**src/bqe_pkg.sv**
```systemverilog
// Package for the biquad cascade equalizer: defaults, microcode word and program ROM.
package bqe_pkg;

  localparam int unsigned SECTIONS_DEF    = 3;
  localparam int unsigned SAMPLE_BITS_DEF = 16;
  localparam int unsigned COEF_BITS_DEF   = 20;

  // program counter
  localparam int unsigned STEP_W = 3;

  // coefficient / operand pair used by a multiply step
  typedef enum logic [2:0] {
    TAP_B0,
    TAP_B1,
    TAP_B2,
    TAP_A1,
    TAP_A2
  } tap_e;

  typedef enum logic [1:0] {
    ACC_HOLD,
    ACC_LOAD,
    ACC_ADD,
    ACC_SUB
  } acc_e;

  typedef struct packed {
    logic              mul;   // register a new product
    tap_e              tap;   // coefficient and operand for the product
    acc_e              acc;   // what to do with the previous product
    logic              fin;   // round, saturate and retire the section
    logic              jmp;   // jump to tgt while sections remain
    logic              eop;   // last word of the program
    logic [STEP_W-1:0] tgt;
  } uword_t;

  typedef struct packed {
    logic   active;  // datapath takes this word this cycle
    logic   done;    // final section retires, result ready
    uword_t w;
  } seq_t;

  localparam logic [STEP_W-1:0] U_B0  = STEP_W'(0);
  localparam logic [STEP_W-1:0] U_B1  = STEP_W'(1);
  localparam logic [STEP_W-1:0] U_B2  = STEP_W'(2);
  localparam logic [STEP_W-1:0] U_A1  = STEP_W'(3);
  localparam logic [STEP_W-1:0] U_A2  = STEP_W'(4);
  localparam logic [STEP_W-1:0] U_FIN = STEP_W'(5);

  // One section: five products, each accumulated from the product register by the word after it, close with round.
  function automatic uword_t ucode(input logic [STEP_W-1:0] step);
    uword_t w;
    w = '{mul: 1'b0, tap: TAP_B0, acc: ACC_HOLD, fin: 1'b0,
          jmp: 1'b0, eop: 1'b0, tgt: U_B0};
    case (step)
      U_B0: begin
        w.mul = 1'b1;
        w.tap = TAP_B0;
      end
      U_B1: begin
        w.mul = 1'b1;
        w.tap = TAP_B1;
        w.acc = ACC_LOAD;
      end
      U_B2: begin
        w.mul = 1'b1;
        w.tap = TAP_B2;
        w.acc = ACC_ADD;
      end
      U_A1: begin
        w.mul = 1'b1;
        w.tap = TAP_A1;
        w.acc = ACC_ADD;
      end
      U_A2: begin
        w.mul = 1'b1;
        w.tap = TAP_A2;
        w.acc = ACC_SUB;
      end
      U_FIN: begin
        w.acc = ACC_SUB;
        w.fin = 1'b1;
        w.jmp = 1'b1;
        w.eop = 1'b1;
        w.tgt = U_B0;
      end
      default: begin
        w.eop = 1'b1;
      end
    endcase
    return w;
  endfunction

endpackage

```
**src/bqe_seq.sv**
```systemverilog
// Microcode sequencer: step counter, section counter and program ROM lookup.
module bqe_seq
  import bqe_pkg::*;
#(
  parameter int unsigned SECTIONS = SECTIONS_DEF,
  localparam int unsigned SEC_W   = (SECTIONS > 1) ? $clog2(SECTIONS) : 1
) (
  input  logic             clk_i,
  input  logic             rst_ni,
  input  logic             start_i,
  input  logic             hold_i,   // result register still full
  output logic             busy_o,
  output seq_t             seq_o,
  output logic [SEC_W-1:0] sec_o
);

  logic              busy_q, busy_d;
  logic [STEP_W-1:0] step_q, step_d;
  logic [SEC_W-1:0]  sec_q, sec_d;
  uword_t            w;
  logic              last_sec;
  logic              active;
  logic              take_jmp;

  assign w        = ucode(step_q);
  assign last_sec = (sec_q == SEC_W'(SECTIONS - 1));
  // only the retiring step of the last section waits on the result register
  assign active   = busy_q && !(w.eop && last_sec && hold_i);
  assign take_jmp = w.jmp && !last_sec;

  always_comb begin
    busy_d = busy_q;
    step_d = step_q;
    sec_d  = sec_q;
    if (!busy_q) begin
      if (start_i) begin
        busy_d = 1'b1;
        step_d = U_B0;
        sec_d  = '0;
      end
    end else if (active) begin
      if (take_jmp) begin
        step_d = w.tgt;
        sec_d  = sec_q + SEC_W'(1);
      end else if (w.eop) begin
        busy_d = 1'b0;
        step_d = U_B0;
        sec_d  = '0;
      end else begin
        step_d = step_q + STEP_W'(1);
      end
    end
  end

  always_ff @(posedge clk_i or negedge rst_ni) begin
    if (!rst_ni) begin
      busy_q <= 1'b0;
      step_q <= U_B0;
      sec_q  <= '0;
    end else begin
      busy_q <= busy_d;
      step_q <= step_d;
      sec_q  <= sec_d;
    end
  end

  assign busy_o       = busy_q;
  assign sec_o        = sec_q;
  assign seq_o.active = active;
  assign seq_o.done   = active && w.eop && !take_jmp;
  assign seq_o.w      = w;

endmodule

```
**src/bqe_dp.sv**
```systemverilog
// Datapath: history registers, shared multiplier, accumulator, round and saturate.
module bqe_dp
  import bqe_pkg::*;
#(
  parameter int unsigned SECTIONS    = SECTIONS_DEF,
  parameter int unsigned SAMPLE_BITS = SAMPLE_BITS_DEF,
  parameter int unsigned COEF_BITS   = COEF_BITS_DEF,
  localparam int unsigned SEC_W      = (SECTIONS > 1) ? $clog2(SECTIONS) : 1,
  localparam int unsigned FF_W       = 3 * COEF_BITS,
  localparam int unsigned FB_W       = 2 * COEF_BITS
) (
  input  logic                               clk_i,
  input  logic                               rst_ni,
  input  logic                               load_i,
  input  logic [SAMPLE_BITS-1:0]             sample_i,
  input  logic [SECTIONS-1:0][FF_W-1:0]      ff_i,
  input  logic [SECTIONS-1:0][FB_W-1:0]      fb_i,
  input  seq_t                               seq_i,
  input  logic [SEC_W-1:0]                   sec_i,
  output logic [SAMPLE_BITS-1:0]             y_o,
  output logic                               clip_o
);

  localparam int unsigned ROWS   = SECTIONS + 1;
  localparam int unsigned ROW_W  = $clog2(ROWS);
  localparam int unsigned PROD_W = SAMPLE_BITS + COEF_BITS;
  localparam int unsigned ACC_W  = PROD_W + 3;
  localparam int unsigned FRAC   = COEF_BITS - 4;

  localparam logic signed [ACC_W-1:0] RND = ACC_W'(1) << (FRAC - 1);
  localparam logic signed [ACC_W-1:0] HI  = (ACC_W'(1) << (SAMPLE_BITS - 1)) - ACC_W'(1);
  localparam logic signed [ACC_W-1:0] LO  = -(ACC_W'(1) << (SAMPLE_BITS - 1));

  // row 0: input history; row s+1: output history of section s. [0] = newest
  logic [ROWS-1:0][1:0][SAMPLE_BITS-1:0] hist_q;
  logic [SAMPLE_BITS-1:0]         cur_q;   // input of the running section
  logic                           clip_q;
  logic signed [PROD_W-1:0]       prod_q, prod_d;
  logic signed [ACC_W-1:0]        acc_q;
  logic signed [ACC_W-1:0]        prod_x, fin_sum, shifted;
  logic [ROW_W-1:0]               row, row_own;
  logic [SAMPLE_BITS-1:0]         opnd;
  logic [COEF_BITS-1:0]           coef;
  logic [FF_W-1:0]                ff_sel;
  logic [FB_W-1:0]                fb_sel;
  logic                           is_y, sat, last_sec, retire;
  logic [SAMPLE_BITS-1:0]         y_new;

  assign is_y    = (seq_i.w.tap == TAP_A1) || (seq_i.w.tap == TAP_A2);
  assign row     = ROW_W'(sec_i) + ROW_W'(is_y);
  assign row_own = ROW_W'(sec_i) + ROW_W'(1);
  assign ff_sel  = ff_i[sec_i];
  assign fb_sel  = fb_i[sec_i];

  always_comb begin
    case (seq_i.w.tap)
      TAP_B0: begin
        opnd = cur_q;
        coef = ff_sel[0 +: COEF_BITS];
      end
      TAP_B1: begin
        opnd = hist_q[row][0];
        coef = ff_sel[COEF_BITS +: COEF_BITS];
      end
      TAP_B2: begin
        opnd = hist_q[row][1];
        coef = ff_sel[2*COEF_BITS +: COEF_BITS];
      end
      TAP_A1: begin
        opnd = hist_q[row][0];
        coef = fb_sel[0 +: COEF_BITS];
      end
      TAP_A2: begin
        opnd = hist_q[row][1];
        coef = fb_sel[COEF_BITS +: COEF_BITS];
      end
      default: begin
        opnd = '0;
        coef = '0;
      end
    endcase
  end

  assign prod_d  = $signed(opnd) * $signed(coef);
  assign prod_x  = ACC_W'(prod_q);

  // last product folds in here, then round half up by arithmetic shift
  assign fin_sum = acc_q - prod_x;
  assign shifted = fin_sum >>> FRAC;

  always_comb begin
    sat = 1'b0;
    if (shifted > HI) begin
      y_new = HI[SAMPLE_BITS-1:0];
      sat   = 1'b1;
    end else if (shifted < LO) begin
      y_new = LO[SAMPLE_BITS-1:0];
      sat   = 1'b1;
    end else begin
      y_new = shifted[SAMPLE_BITS-1:0];
    end
  end

  assign last_sec = (sec_i == SEC_W'(SECTIONS - 1));
  assign retire   = seq_i.active && seq_i.w.fin;

  always_ff @(posedge clk_i) begin
    if (load_i) begin
      cur_q <= sample_i;
    end else if (retire) begin
      cur_q <= y_new;
    end
    if (seq_i.active && seq_i.w.mul) begin
      prod_q <= prod_d;
    end
    if (seq_i.active) begin
      case (seq_i.w.acc)
        ACC_LOAD: acc_q <= RND + prod_x;
        ACC_ADD:  acc_q <= acc_q + prod_x;
        ACC_SUB:  acc_q <= acc_q - prod_x;
        default:  acc_q <= acc_q;
      endcase
    end
  end

  always_ff @(posedge clk_i or negedge rst_ni) begin
    if (!rst_ni) begin
      clip_q <= 1'b0;
      hist_q <= '0;
    end else begin
      if (load_i) begin
        clip_q <= 1'b0;
      end else if (retire && sat) begin
        clip_q <= 1'b1;
      end
      // section s is done with its inputs' history; the next one needs its own
      if (retire) begin
        for (int r = 0; r < ROWS; r++) begin
          if (ROW_W'(r) == ROW_W'(sec_i)) begin
            hist_q[r][1] <= hist_q[r][0];
            hist_q[r][0] <= cur_q;
          end
          if (last_sec && (ROW_W'(r) == row_own)) begin
            hist_q[r][1] <= hist_q[r][0];
            hist_q[r][0] <= y_new;
          end
        end
      end
    end
  end

  assign y_o    = y_new;
  assign clip_o = clip_q || sat;

endmodule

```
**src/biquad_cascade_equalizer.sv**
```systemverilog
// Top level of the biquad cascade equalizer: config registers, control, result register.
// Each sample runs every section in turn; the result register loads when the last section retires.
// A new sample is taken only while the sequencer is idle; one shared multiplier runs the
//   six-word microprogram once per section (five products plus a round/saturate step).
// The result register frees the input side: a new sample is taken while a result waits.
// Reset: coefficients go to b0 = 1.0, all else 0 (pass-through); histories clear at once.
module biquad_cascade_equalizer
  import bqe_pkg::*;
#(
  parameter int unsigned SECTIONS    = SECTIONS_DEF,
  parameter int unsigned SAMPLE_BITS = SAMPLE_BITS_DEF,
  parameter int unsigned COEF_BITS   = COEF_BITS_DEF,
  localparam int unsigned TDATA_W    = ((SAMPLE_BITS + 7) / 8) * 8,
  localparam int unsigned FF_W       = 3 * COEF_BITS,
  localparam int unsigned FB_W       = 2 * COEF_BITS,
  localparam int unsigned IDX_W      = $clog2(2 * SECTIONS)
) (
  input  logic               clk_i,
  input  logic               rst_ni,
  // input beats
  input  logic               s_axis_tvalid,
  output logic               s_axis_tready,
  input  logic [TDATA_W-1:0] s_axis_tdata,   // sample_in, zero padded
  // result beats
  output logic               m_axis_tvalid,
  input  logic               m_axis_tready,
  output logic [TDATA_W-1:0] m_axis_tdata,   // sample_out, zero padded
  output logic               m_axis_tuser,   // clipped
  // coefficient writes: index 2s = b0..b2 of section s, 2s+1 = a1,a2
  input  logic               cfg_we_i,
  input  logic [IDX_W-1:0]   cfg_idx_i,
  input  logic [FF_W-1:0]    cfg_data_i
);

  localparam int unsigned SEC_W = (SECTIONS > 1) ? $clog2(SECTIONS) : 1;
  localparam logic [FF_W-1:0] FF_RST = FF_W'(1) << (COEF_BITS - 4);

  logic [SECTIONS-1:0][FF_W-1:0] ff_q;
  logic [SECTIONS-1:0][FB_W-1:0] fb_q;
  logic                          busy;
  logic                          accept;
  logic                          hold;
  seq_t                          seq;
  logic [SEC_W-1:0]              sec;
  logic [SAMPLE_BITS-1:0]        y;
  logic                          clip;
  logic                          out_vld_q;
  logic [SAMPLE_BITS-1:0]        out_smp_q;
  logic                          out_clip_q;

  assign s_axis_tready = !busy;
  assign accept        = s_axis_tvalid && !busy;
  // last step stalls only while an older result is still unclaimed
  assign hold          = out_vld_q && !m_axis_tready;

  // coefficient registers; indexes past the last section fall through
  always_ff @(posedge clk_i or negedge rst_ni) begin
    if (!rst_ni) begin
      for (int s = 0; s < SECTIONS; s++) begin
        ff_q[s] <= FF_RST;
        fb_q[s] <= '0;
      end
    end else if (cfg_we_i) begin
      for (int s = 0; s < SECTIONS; s++) begin
        if (cfg_idx_i == IDX_W'(2 * s)) begin
          ff_q[s] <= cfg_data_i;
        end
        if (cfg_idx_i == IDX_W'(2 * s + 1)) begin
          fb_q[s] <= cfg_data_i[FB_W-1:0];
        end
      end
    end
  end

  bqe_seq #(
    .SECTIONS (SECTIONS)
  ) u_seq (
    .clk_i   (clk_i),
    .rst_ni  (rst_ni),
    .start_i (accept),
    .hold_i  (hold),
    .busy_o  (busy),
    .seq_o   (seq),
    .sec_o   (sec)
  );

  bqe_dp #(
    .SECTIONS    (SECTIONS),
    .SAMPLE_BITS (SAMPLE_BITS),
    .COEF_BITS   (COEF_BITS)
  ) u_dp (
    .clk_i    (clk_i),
    .rst_ni   (rst_ni),
    .load_i   (accept),
    .sample_i (s_axis_tdata[SAMPLE_BITS-1:0]),
    .ff_i     (ff_q),
    .fb_i     (fb_q),
    .seq_i    (seq),
    .sec_i    (sec),
    .y_o      (y),
    .clip_o   (clip)
  );

  // result register
  always_ff @(posedge clk_i or negedge rst_ni) begin
    if (!rst_ni) begin
      out_vld_q <= 1'b0;
    end else if (seq.done) begin
      out_vld_q <= 1'b1;
    end else if (m_axis_tready) begin
      out_vld_q <= 1'b0;
    end
  end

  always_ff @(posedge clk_i) begin
    if (seq.done) begin
      out_smp_q  <= y;
      out_clip_q <= clip;
    end
  end

  assign m_axis_tvalid = out_vld_q;
  assign m_axis_tdata  = TDATA_W'(out_smp_q);
  assign m_axis_tuser  = out_clip_q;

endmodule
```
**config.mk**
```make
export PLATFORM = sky130hd
export DESIGN_NAME = biquad_cascade_equalizer
export DESIGN_NICKNAME = d
export VERILOG_FILES = /design/src/bqe_pkg.sv /design/src/bqe_seq.sv /design/src/bqe_dp.sv /design/src/biquad_cascade_equalizer.sv
export SDC_FILE = /design/constraint.sdc
export NUM_CORES = 2
export LEC_CHECK = 0
export BUFFER_PORTS_ARGS = -buffer_cell sky130_fd_sc_hd__buf_2
export CAP_MARGIN = 20
export CORE_MARGIN = 1.5
export CORE_UTILIZATION = 65
export CTS_BUF_LIST = sky130_fd_sc_hd__clkbuf_2 sky130_fd_sc_hd__clkbuf_4 sky130_fd_sc_hd__clkbuf_8
export DETAILED_ROUTE_END_ITERATION = 12
export PLACE_DENSITY = 0.82
export SLEW_MARGIN = 20
export SYNTH_ARGS = -nofsm -noshare
export SYNTH_HDL_FRONTEND = slang
export SYNTH_HIERARCHICAL = 1
export SYNTH_SLANG_ARGS = --single-unit
```
**constraint.sdc**
```tcl
create_clock -name clk_i -period 12.72 [get_ports clk_i]
set_input_delay 0.636 -clock clk_i [delete_from_list [all_inputs] [get_ports clk_i]]
set_output_delay 0.636 -clock clk_i [all_outputs]
set_load 0.01 [all_outputs]
```
After elaboration in Yosys (flattened, before gate mapping)
Index checks and enable logic that the tools add are counted.
{ "classes": {"addsub": 6, "n_mul": 1, "order_cmp": 4, "eq_ne": 26, "muxes": 46, "n_reduce_logical": 54} }
{ "ops": {"columns": ["operator", "count"], "rows": [
  ["$mux 32", 9],
  ["$bmux 60 s2", 1],
  ["$pmux 39 s3", 1],
  ["$pmux 20 s5", 1],
  ["$bmux 40 s2", 1],
  ["$bmux 32 s2", 1],
  ["$mux 16", 4],
  ["$mux 60", 1],
  ["$pmux 16 s3", 1],
  ["$mux 40", 1],
  ["$add 39x36->39", 1],
  ["$sub 39x36->39", 1],
  ["$add 17x36->37 const A", 1],
  ["$mul 16x20->36", 1],
  ["$reduce_and 2->1", 12],
  ["$gt 23x16->1 const B", 1],
  ["$lt 23x16->1 const B", 1],
  ["$pmux 4 s5", 1],
  ["$eq 3x2->1 const B", 6],
  ["$reduce_bool 2->1", 8],
  ["$eq 3x3->1 const B", 5],
  ["$logic_and 1x1->1", 15],
  ["$mux 3", 5],
  ["$mux 1", 12],
  ["21 further kinds", 46]
]} }
{ "totals": {"reg_bits": 544, "input_bits": 84, "output_inout_bits": 19, "elab_cells": 161} }

Logic depth before layout (Yosys ltp)
{ "logic_depth": {"word_depth": 11, "ltp_mapped": 42, "depth_no_buf": 36} }

Cells and area by module
The synthesis kept the hierarchy.
{ "by_module_without_submodules": {"columns": ["mod", "n_inst", "cells_each", "area_each_um2", "seq_area_each_um2"], "rows": [
  ["bqe_dp", 1, 3203, 29120.4, 5960.7],
  ["biquad_cascade_equalizer", 1, 660, 11836.4, 8046.5],
  ["bqe_seq", 1, 55, 533.0, 150.1]
]} }

Worst setup path before layout
Ideal clock, no wire load.
{ "synth_timing": {"path_type": "register to register", "start": "register u_seq.step_q[0]", "end": "register u_dp.prod_q[35], data pin", "setup_time_ns": 0.260, "arrival_time_ns": 9.764, "required_time_ns": 12.460, "setup_slack_ns": 2.696, "stages_incl_launch_ff": 39, "n_path_buf": 8, "synth_period_minus_slack_ns": 10.024, "cell_sequence": "dfrtp_1 > inv_1 > ha_1 > a21o_1 > clkbuf_1 > clkbuf_1 > buf_1 > nand2_1 > o22ai_1 > ha_1 > clkbuf_1 > buf_1 > buf_1 > mux4_2 > a22oi_1 > clkbuf_1 > clkbuf_1 > nor2_1 > (+3 left out) > fa_1 > inv_1 > ha_1 > fa_1 > inv_1 > fa_1 > inv_1 > ha_1 > a2111oi_0 > o21a_1 > o211ai_1 > a31oi_1 > o31ai_1 > nor2_1 > nor2_1 > a311o_1 > a21oi_1 > xnor2_1"} }
{ "synth_rtl": {"columns": ["item", "line_no", "source"], "rows": [
  ["from (decl)", "bqe_seq.sv:18", "logic [STEP_W-1:0] step_q, step_d;"],
  ["from (signal assigned)", "bqe_seq.sv:62", "step_q <= step_d;"],
  ["to (signal assigned)", "bqe_dp.sv:114", "prod_q <= prod_d;"],
  ["to (decl)", "bqe_dp.sv:38", "logic signed [PROD_W-1:0] prod_q, prod_d;"]
]} }

==> results.md <==
- Category of the most critical setup path: reg2reg
- Initial detailed-routing violation count: 2683
- Leading cell types in the layout, fill and taps excluded: 475 x sky130_fd_sc_hd__inv_1, 431 x sky130_fd_sc_hd__dfrtp_1, 418 x sky130_fd_sc_hd__mux2_2
- Hold Violations, Final: 3
- Width of the die: 255.6 um
- DIE HEIGHT: 255.6 um
- Area Growth Syn to Fin: 7.466%
- WL final: 104300 um
- Most common cell after layout, fill and taps aside: sky130_fd_sc_hd__inv_1
- Core Region: 63080 um^2
- Total nets after synthesis: 4492
- FMAX: 94.43 MHz
- Clock tree from TritonCTS: built
- Clock-pin slew on the worst setup and hold paths: 60 ps
- DR WL/cell: 21.43 um
- Global-route usage over all layers: 32.57%
- Maximum number of buffers from clock root to sink: 3
- Setup-failing EPs final: 0
- CP Launch Type: register
- Library cell contributing the largest single delay on the critical path: sky130_fd_sc_hd__ha_2
- Fraction of layout cells with a size suffix above 1: 21.30%
- Total via count in the routed design: 30197
- Cell row count: 92
- Mean area per synthesized cell: 10.59 um^2
- Count of unresolved DRC violations after routing: 0
- Highest cell delay on the worst timing path: 740 ps
- Setup skew after layout: 25.45 ps
- Final Net Count: 4521
- Via count of the first global-routing pass: 31433
- H-tree depth: 3
- Later-pin clock latency in the skew report: 700 ps
- Share of the core filled with cells: 70.64%
- Endpoint class of the critical path: register
- Post_cts resized: 0
- Normalized max-slew margin: 23.00%
- Die area: 65310 um^2
- Number of maximum-capacitance constraint violations: 0
- IO Count: 103
- Worst hold slack: -13.53 ps
- Detailed placement HPWL: 71690 um
- Total CTS buffers: 87
- Cell area after synthesis: 41460 um^2
- Setup Buffers After CTS: 0
- Critical path data required time: 13160 ps
- Run status: finished with violations
- Final Cycle Share: 83.25%
- Total clock sinks: 544
- Final worst path period need: 10590 ps
- Largest net degree at the start of global routing: 123
- Root cell of the clock tree: sky130_fd_sc_hd__clkbuf_8
- Yosys warning count: 6
- Summed negative setup slack over all endpoints: 0 ps
- Unrepaired setup endpoints after global routing: false
- Via-to-Cell Ratio: 6.203
- Number of antenna violations at the first check in global routing: 8
- Global-route wire length before repair: 169400 um
- Path type of the worst min-delay path: in2async
- Global placement routability congestion: 0.9347
- DR pass1 iterations: 6
- Final-layout fill cell count: 4481
- Gate count of the mapped netlist: 3914
- Effective utilization at floorplan: 65.73%
- Placed instance area: 42530 um^2
- Non-Filler Cell Area, Final: 44560 um^2
- Number of port buffers: 102
- Data arrival time of the critical path: 11030 ps
- Hold Buf Count CTS: 0
- Remaining antenna violation count after routing: 0
- Violated checks: negative hold slack
- Peak fanout along the critical path: 49
- Global-route congestion overflow total: 0
- Max-slew violation total from the final report: 0
- Slew at the pin closest to its max-slew limit: 1123 ps
[layout make-up]
class | count | area (um^2) | area share [%]
clock buffer | 127 | 1610 | 3.614
clock inverter | 34 | 356.6 | 0.8003
tap | 846 | 1059 | 2.376
inverter | 476 | 1787 | 4.010
antenna | 7 | 17.52 | 0.03931
multi-input combinational | 2669 | 24540 | 55.07
sequential | 544 | 14160 | 31.79
timing repair buffer | 165 | 1026 | 2.303
[path summary, 6_finish.rpt]
kind	startpoint	to	cells after the start	slack, ps
hold reg to reg	ff_q[18]$_DFFE_PN0P_	ff_q[18]$_DFFE_PN0P_	1	490
hold / removal	rst_ni	ff_q[75]$_DFFE_PN0P_	1	-10
min in group clk_i	cfg_data_i[40]	ff_q[160]$_DFFE_PN0P_	2	190
max in group asynchronous	rst_ni	u_dp/hist_q[49]$_DFFE_PN0P_	3	10700
setup reg to reg	u_seq/step_q[0]$_DFFE_PN0P_	u_dp/prod_q[34]$_DFFE_PP_	33	2130
setup / recovery	u_seq/step_q[0]$_DFFE_PN0P_	u_dp/prod_q[34]$_DFFE_PP_	33	2130
[stage by stage]
step                cells  worst slack, ps
floorplan            3914             2696
global placement     4699             2441
detailed placement   4699             2209
CTS                  4860             2177
global route         4865             1446
finish               4868             2130
[critical path: cells and delay by family (launching register included)]
family | cells | cell delay, ps
AOI/OAI and AO/OA | 10 | 3020
xor gates and xnor gates | 1 | 100
adders and majority gates | 9 | 3970
buffers and inverters | 8 | 1380
DFF | 1 | 400
muxes | 2 | 710
and+or+nand+nor | 3 | 690
[state kept, by name, summed over array words and instances, names as in the netlist]
signal         flops
u_dp/acc_q        39
m_axis_tuser       1
m_axis_tdata      16
u_dp/prod_q       36
ff_q             180
m_axis_tvalid      1
u_dp/cur_q        16
u_seq/step_q       3
fb_q             120
u_seq/sec_o        2
u_dp/hist_q      128
u_seq/busy_o       1
u_dp/clip_q        1
[routing by layer]
metal | part of all wire [%] | vias to the layer above | track usage (%)
met5 | 0.033 | - | 0
met3 | 7.4 | 307 | 5.625
li1 | - | 13275 | -
met1 | 40 | 15266 | 42.56
met2 | 48 | 1343 | 53.10
met4 | 5.0 | 6 | 15.66
Power is left out: the tool's default activity adds up to more than one toggle a clock period on the data nets, which glitch-free logic cannot reach.
